--- config.mk ---
export PLATFORM = sky130hd
export DESIGN_NAME = integer_to_ascii_dec_hex_top
export DESIGN_NICKNAME = d
export VERILOG_FILES = /design/src/rtl/itoa_pkg.sv /design/src/rtl/integer_to_ascii_dec_hex_top.sv /design/src/rtl/itoa_seq.sv /design/src/rtl/itoa_dp.sv
export SDC_FILE = /design/constraint.sdc
export NUM_CORES = 1
export LEC_CHECK = 0
export BUFFER_PORTS_ARGS = -buffer_cell sky130_fd_sc_hd__buf_4
export CAP_MARGIN = 20
export CELL_PAD_IN_SITES_DETAIL_PLACEMENT = 0
export CELL_PAD_IN_SITES_GLOBAL_PLACEMENT = 1
export CORE_MARGIN = 5
export CORE_UTILIZATION = 47
export DETAILED_ROUTE_END_ITERATION = 6
export GPL_TIMING_DRIVEN = 0
export PLACE_DENSITY = 0.8
export SYNTH_ARGS = -nofsm -noshare
export SYNTH_HDL_FRONTEND = slang
export SYNTH_SLANG_ARGS = --single-unit
--- constraint.sdc ---
create_clock -name clk -period 5.9 [get_ports clk]
set_clock_uncertainty 0.15 [all_clocks]
set_input_delay 0.295 -clock clk [delete_from_list [all_inputs] [get_ports clk]]
set_output_delay 0.295 -clock clk [all_outputs]
set_load 0.005 [all_outputs]
--- src/rtl/itoa_pkg.sv ---
// Package for the integer-to-ASCII converter: microcode words, program ROM,
// datapath control/status types and character constants.
// No dependencies.
`default_nettype none

package itoa_pkg;

  // Format kinds carried in the input transaction
  localparam logic [1:0] KIND_SDEC = 2'd0;
  localparam logic [1:0] KIND_UDEC = 2'd1;
  localparam logic [1:0] KIND_HEX  = 2'd2;

  localparam logic [6:0] CHAR_MINUS = 7'h2d;
  localparam logic [6:0] CHAR_ZERO  = 7'h30;
  localparam logic [6:0] CHAR_A     = 7'h61;
  localparam logic [3:0] DEC_BASE   = 4'd10;

  // Program addresses
  localparam int PC_W = 3;
  localparam logic [PC_W-1:0] PC_WAIT = 3'd0;
  localparam logic [PC_W-1:0] PC_SIGN = 3'd1;
  localparam logic [PC_W-1:0] PC_CONV = 3'd2;
  localparam logic [PC_W-1:0] PC_SKIP = 3'd3;
  localparam logic [PC_W-1:0] PC_EMIT = 3'd4;
  localparam logic [PC_W-1:0] PC_DONE = 3'd5;

  // Jump conditions
  localparam logic [2:0] C_NONE   = 3'd0;
  localparam logic [2:0] C_ALWAYS = 3'd1;
  localparam logic [2:0] C_NO_IN  = 3'd2;
  localparam logic [2:0] C_HEX    = 3'd3;
  localparam logic [2:0] C_CNT    = 3'd4;
  localparam logic [2:0] C_LEAD0  = 3'd5;
  localparam logic [2:0] C_MORE   = 3'd6;

  typedef struct packed {
    logic            in_rdy;
    logic            dab;
    logic            sgn;
    logic            skip;
    logic            emit;
    logic [2:0]      cond;
    logic [PC_W-1:0] target;
  } uword_t;

  // Gated strobes to the datapath
  typedef struct packed {
    logic in_rdy;
    logic dab;
    logic sgn;
    logic skip;
    logic emit;
  } dp_ctl_t;

  // Flags from the datapath to the sequencer
  typedef struct packed {
    logic in_acc;
    logic neg;
    logic hex;
    logic cnt_more;
    logic lead0;
    logic more;
    logic slot_free;
  } dp_stat_t;

  function automatic uword_t ucode(input logic [PC_W-1:0] pc);
    uword_t w;
    w = '0;
    case (pc)
      PC_WAIT: begin
        w.in_rdy = 1'b1; w.cond = C_NO_IN; w.target = PC_WAIT;
      end
      PC_SIGN: begin
        w.sgn = 1'b1; w.cond = C_HEX; w.target = PC_SKIP;
      end
      PC_CONV: begin
        w.dab = 1'b1; w.cond = C_CNT; w.target = PC_CONV;
      end
      PC_SKIP: begin
        w.skip = 1'b1; w.cond = C_LEAD0; w.target = PC_SKIP;
      end
      PC_EMIT: begin
        w.emit = 1'b1; w.cond = C_MORE; w.target = PC_EMIT;
      end
      PC_DONE: begin
        w.cond = C_ALWAYS; w.target = PC_WAIT;
      end
      default: begin
        w.cond = C_ALWAYS; w.target = PC_WAIT;
      end
    endcase
    return w;
  endfunction

  function automatic logic [6:0] digit_char(input logic [3:0] d);
    logic [6:0] c;
    if (d < DEC_BASE) begin
      c = CHAR_ZERO + {3'b000, d};
    end else begin
      c = CHAR_A + {3'b000, d - DEC_BASE};
    end
    return c;
  endfunction

endpackage

`default_nettype wire

--- src/rtl/integer_to_ascii_dec_hex_top.sv ---
// Channel  Dir  tdata                               tuser  tlast
// in_      in   [VW-1:0] value, [VW+1:VW] kind      -      -
// out_     out  [6:0] character                     -      last_char
//
// Decimal: a sign step, the one-bit-per-cycle shift-add-3 loop, a leading-zero
// skip and one character per cycle while the output accepts it. Hexadecimal:
// the same steps without the shift-add-3 loop.
// Reset (rst_n low, synchronous) returns the program to its wait step and
// empties the output register. A stalled output holds the program in place.
// Top level of the integer-to-ASCII converter; uses itoa_pkg, itoa_seq, itoa_dp.
`default_nettype none

module integer_to_ascii_dec_hex_top #(
  parameter int VALUE_WIDTH = 32
) (
  input  wire                                    clk,
  input  wire                                    rst_n,
  input  wire                                    in_tvalid,
  output logic                                   in_tready,
  // value (VALUE_WIDTH bits), kind (2 bits), zero fill
  input  wire [((VALUE_WIDTH + 2 + 7) / 8) * 8 - 1:0] in_tdata,
  output logic                                   out_tvalid,
  input  wire                                    out_tready,
  // character (7 bits), zero fill
  output logic [7:0]                             out_tdata,
  output logic                                   out_tlast
);

  // Decimal digits needed for the largest VALUE_WIDTH-bit value
  localparam int NDIG = ((VALUE_WIDTH * 1233) >> 12) + 1;

  itoa_pkg::dp_ctl_t  ctl;
  itoa_pkg::dp_stat_t stat;
  logic [6:0]         ochar;

  itoa_seq u_seq (
    .clk   (clk),
    .rst_n (rst_n),
    .stat  (stat),
    .ctl   (ctl)
  );

  itoa_dp #(
    .VALUE_WIDTH (VALUE_WIDTH),
    .NDIG        (NDIG)
  ) u_dp (
    .clk       (clk),
    .rst_n     (rst_n),
    .ctl       (ctl),
    .stat      (stat),
    .in_valid  (in_tvalid),
    .in_value  (in_tdata[VALUE_WIDTH-1:0]),
    .in_kind   (in_tdata[VALUE_WIDTH+1:VALUE_WIDTH]),
    .out_valid (out_tvalid),
    .out_ready (out_tready),
    .out_char  (ochar),
    .out_last  (out_tlast)
  );

  assign in_tready = ctl.in_rdy;
  assign out_tdata = {1'b0, ochar};

endmodule

`default_nettype wire

--- src/rtl/itoa_seq.sv ---
// Microcode sequencer: program counter, ROM lookup and conditional jumps.
// Depends on itoa_pkg.
`default_nettype none

module itoa_seq (
  input  wire                 clk,
  input  wire                 rst_n,
  input  wire itoa_pkg::dp_stat_t stat,
  output itoa_pkg::dp_ctl_t   ctl
);

  logic [itoa_pkg::PC_W-1:0] pc_r, pc_nxt;
  itoa_pkg::uword_t          uw;
  logic                      take;
  logic                      hold;

  assign uw = itoa_pkg::ucode(pc_r);

  // A step that writes a character waits for the output register
  assign hold = ((uw.sgn && stat.neg) || uw.emit) && !stat.slot_free;

  always_comb begin
    case (uw.cond)
      itoa_pkg::C_NONE:   take = 1'b0;
      itoa_pkg::C_ALWAYS: take = 1'b1;
      itoa_pkg::C_NO_IN:  take = !stat.in_acc;
      itoa_pkg::C_HEX:    take = stat.hex;
      itoa_pkg::C_CNT:    take = stat.cnt_more;
      itoa_pkg::C_LEAD0:  take = stat.lead0;
      itoa_pkg::C_MORE:   take = stat.more;
      default:            take = 1'b1;
    endcase
  end

  always_comb begin
    if (hold) begin
      pc_nxt = pc_r;
    end else if (take) begin
      pc_nxt = uw.target;
    end else begin
      pc_nxt = pc_r + 1'b1;
    end
  end

  always_ff @(posedge clk) begin
    if (!rst_n) begin
      pc_r <= itoa_pkg::PC_WAIT;
    end else begin
      pc_r <= pc_nxt;
    end
  end

  assign ctl.in_rdy = uw.in_rdy;
  assign ctl.dab    = uw.dab && !hold;
  assign ctl.sgn    = uw.sgn && !hold;
  assign ctl.skip   = uw.skip && !hold;
  assign ctl.emit   = uw.emit && !hold;

endmodule

`default_nettype wire

--- src/rtl/itoa_dp.sv ---
// Datapath: magnitude and BCD shift registers (shift-add-3), digit pointer,
// output register. Driven by itoa_seq strobes. Depends on itoa_pkg.
`default_nettype none

module itoa_dp #(
  parameter int VALUE_WIDTH = 32,
  parameter int NDIG        = 10
) (
  input  wire                     clk,
  input  wire                     rst_n,
  input  wire itoa_pkg::dp_ctl_t  ctl,
  output itoa_pkg::dp_stat_t      stat,
  input  wire                     in_valid,
  input  wire [VALUE_WIDTH-1:0]   in_value,
  input  wire [1:0]               in_kind,
  output logic                    out_valid,
  input  wire                     out_ready,
  output logic [6:0]              out_char,
  output logic                    out_last
);

  localparam int BW    = NDIG * 4;
  localparam int PTR_W = $clog2(NDIG);
  localparam int CNT_W = $clog2(VALUE_WIDTH + 1);

  logic [VALUE_WIDTH-1:0] mag_r, mag_nxt;
  logic [BW-1:0]          bcd_r, bcd_nxt;
  logic [BW-1:0]          adj;
  logic [CNT_W-1:0]       cnt_r, cnt_nxt;
  logic [PTR_W-1:0]       ptr_r, ptr_nxt;
  logic                   neg_r, neg_nxt;
  logic                   hex_r, hex_nxt;
  logic                   ov_r, ov_nxt;
  logic [6:0]             oc_r, oc_nxt;
  logic                   ol_r, ol_nxt;
  logic                   in_acc;
  logic                   neg_in;
  logic                   hex_in;
  logic [3:0]             cur_dig;
  logic                   slot_free;

  assign in_acc    = in_valid && ctl.in_rdy;
  assign neg_in    = (in_kind == itoa_pkg::KIND_SDEC) && in_value[VALUE_WIDTH-1];
  assign hex_in    = (in_kind == itoa_pkg::KIND_HEX);
  assign cur_dig   = bcd_r[ptr_r*4 +: 4];
  assign slot_free = !ov_r || out_ready;

  // Add 3 to every digit of 5 or more before the shift
  always_comb begin
    for (int i = 0; i < NDIG; i++) begin
      adj[i*4 +: 4] = (bcd_r[i*4 +: 4] >= 4'd5) ? bcd_r[i*4 +: 4] + 4'd3
                                                 : bcd_r[i*4 +: 4];
    end
  end

  always_comb begin
    mag_nxt = mag_r;
    bcd_nxt = bcd_r;
    cnt_nxt = cnt_r;
    ptr_nxt = ptr_r;
    neg_nxt = neg_r;
    hex_nxt = hex_r;
    ov_nxt  = ov_r && !out_ready;
    oc_nxt  = oc_r;
    ol_nxt  = ol_r;
    if (in_acc) begin
      neg_nxt = neg_in;
      hex_nxt = hex_in;
      mag_nxt = hex_in ? '0 : (neg_in ? (~in_value + 1'b1) : in_value);
      bcd_nxt = hex_in ? BW'(in_value) : '0;
      cnt_nxt = CNT_W'(VALUE_WIDTH);
      ptr_nxt = PTR_W'(NDIG - 1);
    end
    if (ctl.dab) begin
      bcd_nxt = {adj[BW-2:0], mag_r[VALUE_WIDTH-1]};
      mag_nxt = {mag_r[VALUE_WIDTH-2:0], 1'b0};
      cnt_nxt = cnt_r - 1'b1;
    end
    if (ctl.skip && cur_dig == 4'd0 && ptr_r != '0) begin
      ptr_nxt = ptr_r - 1'b1;
    end
    if (ctl.sgn && neg_r) begin
      ov_nxt = 1'b1;
      oc_nxt = itoa_pkg::CHAR_MINUS;
      ol_nxt = 1'b0;
    end
    if (ctl.emit) begin
      ov_nxt  = 1'b1;
      oc_nxt  = itoa_pkg::digit_char(cur_dig);
      ol_nxt  = (ptr_r == '0);
      ptr_nxt = ptr_r - 1'b1;
    end
  end

  always_ff @(posedge clk) begin
    if (!rst_n) begin
      ov_r <= 1'b0;
    end else begin
      ov_r <= ov_nxt;
    end
    mag_r <= mag_nxt;
    bcd_r <= bcd_nxt;
    cnt_r <= cnt_nxt;
    ptr_r <= ptr_nxt;
    neg_r <= neg_nxt;
    hex_r <= hex_nxt;
    oc_r  <= oc_nxt;
    ol_r  <= ol_nxt;
  end

  assign stat.in_acc    = in_acc;
  assign stat.neg       = neg_r;
  assign stat.hex       = hex_r;
  assign stat.cnt_more  = (cnt_r != CNT_W'(1));
  assign stat.lead0     = (cur_dig == 4'd0) && (ptr_r != '0);
  assign stat.more      = (ptr_r != '0);
  assign stat.slot_free = slot_free;

  assign out_valid = ov_r;
  assign out_char  = oc_r;
  assign out_last  = ol_r;

`ifndef SYNTHESIS
  // The whole magnitude has been shifted into the digit register
  a_conv_done: assert property (@(posedge clk) disable iff (!rst_n)
    ctl.dab && cnt_r == CNT_W'(1) |=> mag_r == '0)
    else $error("magnitude not exhausted after conversion");

  // A new number starts only once the previous one has reached its last char
  a_accept_clean: assert property (@(posedge clk) disable iff (!rst_n)
    in_acc |-> !ov_r || ol_r)
    else $error("input taken while a number is still being emitted");

  // The minus sign never closes a number
  a_sign_not_last: assert property (@(posedge clk) disable iff (!rst_n)
    ov_r && oc_r == itoa_pkg::CHAR_MINUS |-> !ol_r)
    else $error("minus sign marked last");

  // No leading zero digit is emitted ahead of the final digit
  a_no_lead0: assert property (@(posedge clk) disable iff (!rst_n)
    ctl.emit && ptr_r != '0 && $past(ctl.skip) |-> cur_dig != 4'd0)
    else $error("leading zero emitted");
`endif

endmodule

`default_nettype wire

# Word-level counts from Yosys, hierarchy flattened
# Cells that the tools add are included.
# word_totals
out_inout_bits,11
register_bits,96
# op_classes
add_sub_neg,17
magnitude_cmp,11
shifts,1
reduce_logical,29
n_eq_ne,11
bitwise,1
n_mux,37
# op_table
op,n
2-to-1 mux 32 bit,5
2-to-1 mux 40 bit,2
2-to-1 mux 4 bit,12
>= comparator 4 x 3 -> 1 bit (second input constant),10
variable part select 40 x 7 -> 4 bit,1
adder 4 x 2 -> 4 bit (second input constant),9
adder 32 x 1 -> 32 bit (second input constant),1
inverter 32 bit,1
case mux 6 bit (5 select lines),1
2-to-1 mux 7 bit,3
logical AND 1 bit,13
== test 3 x 2 -> 1 bit (second input constant),4
== test 3 bit (second input constant),4
2-to-1 mux 6 bit,2
2-to-1 mux 1 bit,9
zero test 4 bit,2
adder 6 x 4 -> 7 bit (first input constant),1
adder 6 x 5 -> 7 bit (first input constant),1
zero test 3 bit,2
2-to-1 mux 3 bit,2
inequality test 6 x 1 -> 1 bit (second input constant),1
case mux 1 bit (6 select lines),1
subtractor 6 x 1 -> 6 bit (second input constant),1
zero test 1 bit,5
12 further kinds,14

# Longest topological paths before layout
# depth
word_depth,11
ltp_mapped,11
depth_no_buf,9

# Modules after synthesis
# Synthesis repeated with hierarchy kept, for this count alone.
# unflattened
hier_cells,693
hier_area_um2,6621.4
# modules_own_cells
module,seq_area_each_um2,n_inst,area_per_inst_um2,cells_each
itoa_dp,2742.6,1,6158.4,635
itoa_seq,60.1,1,451.7,56
integer_to_ascii_dec_hex_top,0.0,1,11.3,2

# Worst setup path after synthesis
# No wires, ideal clock.
# synth_timing
path_type,reg-to-reg
startpoint,register u_seq.pc_r[1] in the netlist's numbering
endpoint,"register u_dp.bcd_r[0], enable pin"
arrival_ns,3.231
setup_ns,0.776
path_stages_with_launch,10
path_slack_ns,1.743
path_cell_list,dfxtp_1 > inv_1 > ha_1 > nor2b_1 > a21oi_1 > nand2b_1 > nand2_1 > clkbuf_1 > buf_1 > nand2_1
# synth_between
elab_chain_len,8
word_cells_on_any_way,15
# synth_lines
element,line,rtl
from (decl),itoa_seq.sv:12,"logic [itoa_pkg::PC_W-1:0] pc_r, pc_nxt;"
from (signal assigned),itoa_seq.sv:47,pc_r <= itoa_pkg::PC_WAIT;
from (signal assigned),itoa_seq.sv:49,pc_r <= pc_nxt;
== test 3 x 1 -> 1 bit,itoa_pkg.sv:69,case (pc)
2-to-1 mux 1 bit,itoa_pkg.sv:69,
logical AND 1 bit,itoa_seq.sv:20,assign hold = ((uw.sgn && stat.neg) || uw.emit) && !stat.slot_free;
logical OR 1 bit,itoa_seq.sv:20,
logical AND 1 bit,itoa_seq.sv:20,
zero test 1 bit,itoa_seq.sv:54,assign ctl.dab = uw.dab && !hold;
logical AND 1 bit,itoa_seq.sv:54,
nonzero test 2 bit (no line) *,n/a,
to (signal assigned),itoa_dp.sv:102,bcd_r <= bcd_nxt;
to (decl),itoa_dp.sv:27,"logic [BW-1:0] bcd_r, bcd_nxt;"
# Mark *: on every way between the ends. The rest lies on a longest branch, timed or not.
# A chain may end at the register's enable or synchronous reset.

# Worst setup path after layout
# layout_timing
startpoint,register u_seq.pc_r[1] in the netlist's numbering
endpoint,"register u_dp.mag_r[25], enable pin"
# layout_between
elab_chain_len,8
word_cells_on_any_way,15
# layout_lines
element,line,rtl
== test 3 x 1 -> 1 bit,itoa_pkg.sv:69,
2-to-1 mux 1 bit,itoa_pkg.sv:69,
logical AND 1 bit,itoa_seq.sv:20,
logical OR 1 bit,itoa_seq.sv:20,
logical AND 1 bit,itoa_seq.sv:20,
zero test 1 bit,itoa_seq.sv:54,
logical AND 1 bit,itoa_seq.sv:54,
nonzero test 2 bit (no line) *,n/a,
to (signal assigned),itoa_dp.sv:101,mag_r <= mag_nxt;
to (decl),itoa_dp.sv:26,"logic [VALUE_WIDTH-1:0] mag_r, mag_nxt;"
# Marks and branches as above.

==> impl_metrics.tcl <==
set metrics [dict create \
    die_h_um 124.8 \
    cp_slowest_cell "buf_1" \
    fin_setup_tns_ns 0 \
    reg2reg_depth 10 \
    period_needed_ns 3.835 \
    grt_pass1_vias 4772 \
    irDropWorstVdd_mv 0.2387 \
    synth_area_leaders "edfxtp_1, ha_1, o21ai_0" \
    layout.nets 779 \
    whs_ns 0.1102 \
    synth_area_um2 6198 \
    ys_warn_count 0 \
    htree_levels 3 \
    wl_um 14110 \
    outcome "complete, no violations" \
    drive_above_1_share_pct 12.02 \
    finalPower_mw 3.196 \
    cp.required_ns 5.83 \
    design_area_um2 7091 \
    synth_seq_area_share_pct 45.22 \
    p_leak_nw 2.604 \
    reg2reg_from "u_seq.pc_r[1]$_SDFFE_PN0N_" \
    boundaryPins 55 \
    worst_slew_pin_slew_ns 0.7345 \
    grt_pass1_wl_um 23340 \
    grt_antenna_before_repair 0 \
    post_cts_buffers 0 \
    grt_max_degree 51 \
    hp-start "rst_n" \
    hold_class "input port to flop" \
    maxCapViolations 0 \
    drt_iter0_markers 431 \
    gp_congestion 0.8799 \
    powerDensity_nw_per_um2 450.8 \
    clock_sinks 95 \
    crit_arrival_ns 3.76 \
    async_flop_share_pct 0 \
    core_um2 13090 \
    cts_tree "done" \
    path_delay_family "buffers and inverters" \
    viasPerCell 5.469 \
    postCtsHoldBufs 0 \
    yosysUniqueCellTypes 53 \
    synth_edf_count 90 \
    r2r-end "u_dp.mag_r[25]$_DFFE_PP_" \
    syn_inst 644 \
    cts_made_buffers 9 \
    num_rows 42 \
    insertion_delay_ns 0.35 \
    final_common_cell "edfxtp_1" \
    wl_per_cell_um 15.98 \
    crit_path_start_kind "flop" \
    dp_hpwl_um 10700 \
    start_util_pct 47.37 \
    holdPathEnd "u_dp.out_valid$_SDFF_PN0_" \
    rsz0062_at_grt "false" \
    final_util_pct 54.19 \
    fmax_ghz 0.2608 \
    synth_nets 721 \
    reg2reg_slack_ns 2.07 \
    portBuffers 46 \
    layout_common_cells "edfxtp_1, o21ai_0, nand2_1" \
    synth_top_area_share_pct 43.60 \
    post_dp_cell_area_um2 6799 \
    ys.flop_type "edfxtp_1" \
    slowest_delay_ns 0.55 \
    synth_area_per_cell_um2 9.625 \
    drt_pass1_iterations 5 \
    critical_path_buf_inv_count 4 \
    crit_path_cell_trace "inv_1 > ha_1 > nor2b_1 > a21oi_1 > nand2b_1 > nand2_1 > clkbuf_1 > buf_1 > nand2_4 > buf_16" \
    gr-total-overflow 0 \
    setup_viol 0 \
    critPathMaxFanout 50 \
    crit_path_end_kind "flop" \
    clk_pin_slew_ns 0.07 \
    cts_root_buffer "clkbuf_16" \
    die_x_um 124.8 \
    fin_crit_sh_pct 65.00 \
    area_growth_pct 14.39 \
    diodes 0 \
    slew_headroom_pct 51.04 \
    num_vias 4829 \
    yosysTopAreaCell "edfxtp_1" \
    post_cts_resized 0 \
    yosys_register_bits 95 \
    drc 0 \
    postRouteAntennaNets 0 \
    hold_depth 3 \
    finalMaxSlewViolations 0 \
    gr-usage-all-layers_pct 18.29 \
    crit_type "flop to flop" \
    nFillCells 1164 \
    dieArea_um2 15590 \
    hold_viol 0 \
    clk_path_buf_depth 2 \
]
registers in the layout, indices dropped and copies added (netlist names):
name and count:
u_dp.hex_r 1, u_dp.neg_r 1, u_dp.out_last 1, u_dp.ptr_r 4, u_dp.out_char 6, u_dp.out_valid 1, u_dp.mag_r 32, u_dp.bcd_r 40
u_seq.pc_r 3, u_dp.cnt_r 6
cell type report:
cell class                 instances  area, um2  share of cell area (%)
timing repair buffer              47      372.9                   5.259
inverter                          38      142.6                   2.012
clock buffer                      12      246.5                   3.476
clock inverter                     4      45.04                  0.6353
sequential                        95       2803                   39.53
buffer                            28      123.9                   1.747
tap                              176      220.2                   3.106
multi-input combinational        483       3137                   44.24
worst reg2reg max path, stage by stage (launching register included):
cell and delay (ns):
dfxtp_1 0.33, inv_1 0.12, ha_1 0.24, nor2b_1 0.31
a21oi_1 0.17, nand2b_1 0.26, nand2_1 0.25, clkbuf_1 0.43
buf_1 0.55, nand2_4 0.39, buf_16 0.33
per-layer routing:
layer	wire, um	global-route usage (%)	vias to the layer above
met3	669	3.302	18
met1	6480	24.70	2251
met4	269	5.867	0
met2	6692	29.96	119
met5	0	0	-
li1	-	-	2441
worst max path at each step:
stage                          startpoint                  endpoint  slack, ns  cells past startpoint
5_1_grt        u_seq.pc_r[1]$_SDFFE_PN0N_  u_dp.mag_r[11]$_DFFE_PP_       1.77                     10
3_5_place_dp   u_seq.pc_r[1]$_SDFFE_PN0N_  u_dp.mag_r[25]$_DFFE_PP_       2.08                     10
4_1_cts        u_seq.pc_r[1]$_SDFFE_PN0N_  u_dp.mag_r[25]$_DFFE_PP_       2.07                     10
6_report       u_seq.pc_r[1]$_SDFFE_PN0N_  u_dp.mag_r[25]$_DFFE_PP_       2.07                     10
3_3_place_gp   u_seq.pc_r[1]$_SDFFE_PN0N_  u_dp.mag_r[25]$_DFFE_PP_       0.19                      9
2_1_floorplan  u_seq.pc_r[1]$_SDFFE_PN0N_   u_dp.bcd_r[0]$_DFFE_PP_       1.74                      9
synthesized netlist by cell type (2+ instances only):
| cell type | n |
|---|---|
| mux2_2 | 2 |
| mux4_2 | 6 |
| nor4_1 | 3 |
| xnor2_1 | 26 |
| dfxtp_1 | 5 |
| a21o_1 | 2 |
| ha_1 | 33 |
| a21oi_1 | 49 |
| buf_1 | 2 |
| nand3_1 | 38 |
| or4_1 | 7 |
| nor3_1 | 11 |
| a31oi_1 | 4 |
| o21ai_0 | 79 |
| buf_4 | 2 |
| nor3b_1 | 14 |
| edfxtp_1 | 90 |
| conb_1 | 2 |
| xor2_1 | 20 |
| o31ai_1 | 6 |
| nor2b_1 | 13 |
| or3_1 | 8 |
| clkbuf_1 | 20 |
| o21bai_1 | 2 |
| inv_1 | 37 |
| nand2b_1 | 11 |
| nor2_1 | 55 |
| nand2_1 | 57 |
| nand4_1 | 2 |
| a211oi_1 | 2 |
| a221oi_1 | 2 |
| buf_2 | 3 |
| o311ai_0 | 2 |
| mux2i_1 | 10 |
logic make-up (layout without fill, tap and decap cells):
logic type / Yosys count / count (layout) / share of synthesized area [%]
and+or+nand+nor: 224 / 224 / 17.84
AOI/OAI and AO/OA: 160 / 160 / 15.20
DFF: 95 / 95 / 45.22
buffers and inverters: 66 / 129 / 4.299
xor gates and xnor gates: 46 / 46 / 6.500
adders and majority gates: 33 / 33 / 6.661
muxes: 18 / 18 / 4.158
other: 2 / 2 / 0.1212
stage by stage:
stage	worst slack [ns]	cells
2_1_floorplan	1.743	644
3_3_place_gp	0.1883	866
3_5_place_dp	2.084	867
4_1_cts	2.073	883
5_1_grt	1.773	883
6_report	2.065	883
power breakdown:
group,switching [mW],internal (mW),leakage [nW],total [mW]
Combinational,0.740,0.527,1.54,1.27
Sequential,0.211,1.13,0.921,1.34
Clock,0.249,0.338,0.146,0.587
Total,1.20,2.00,2.60,3.20
No activity file was read; power rests on OpenSTA's default activity.
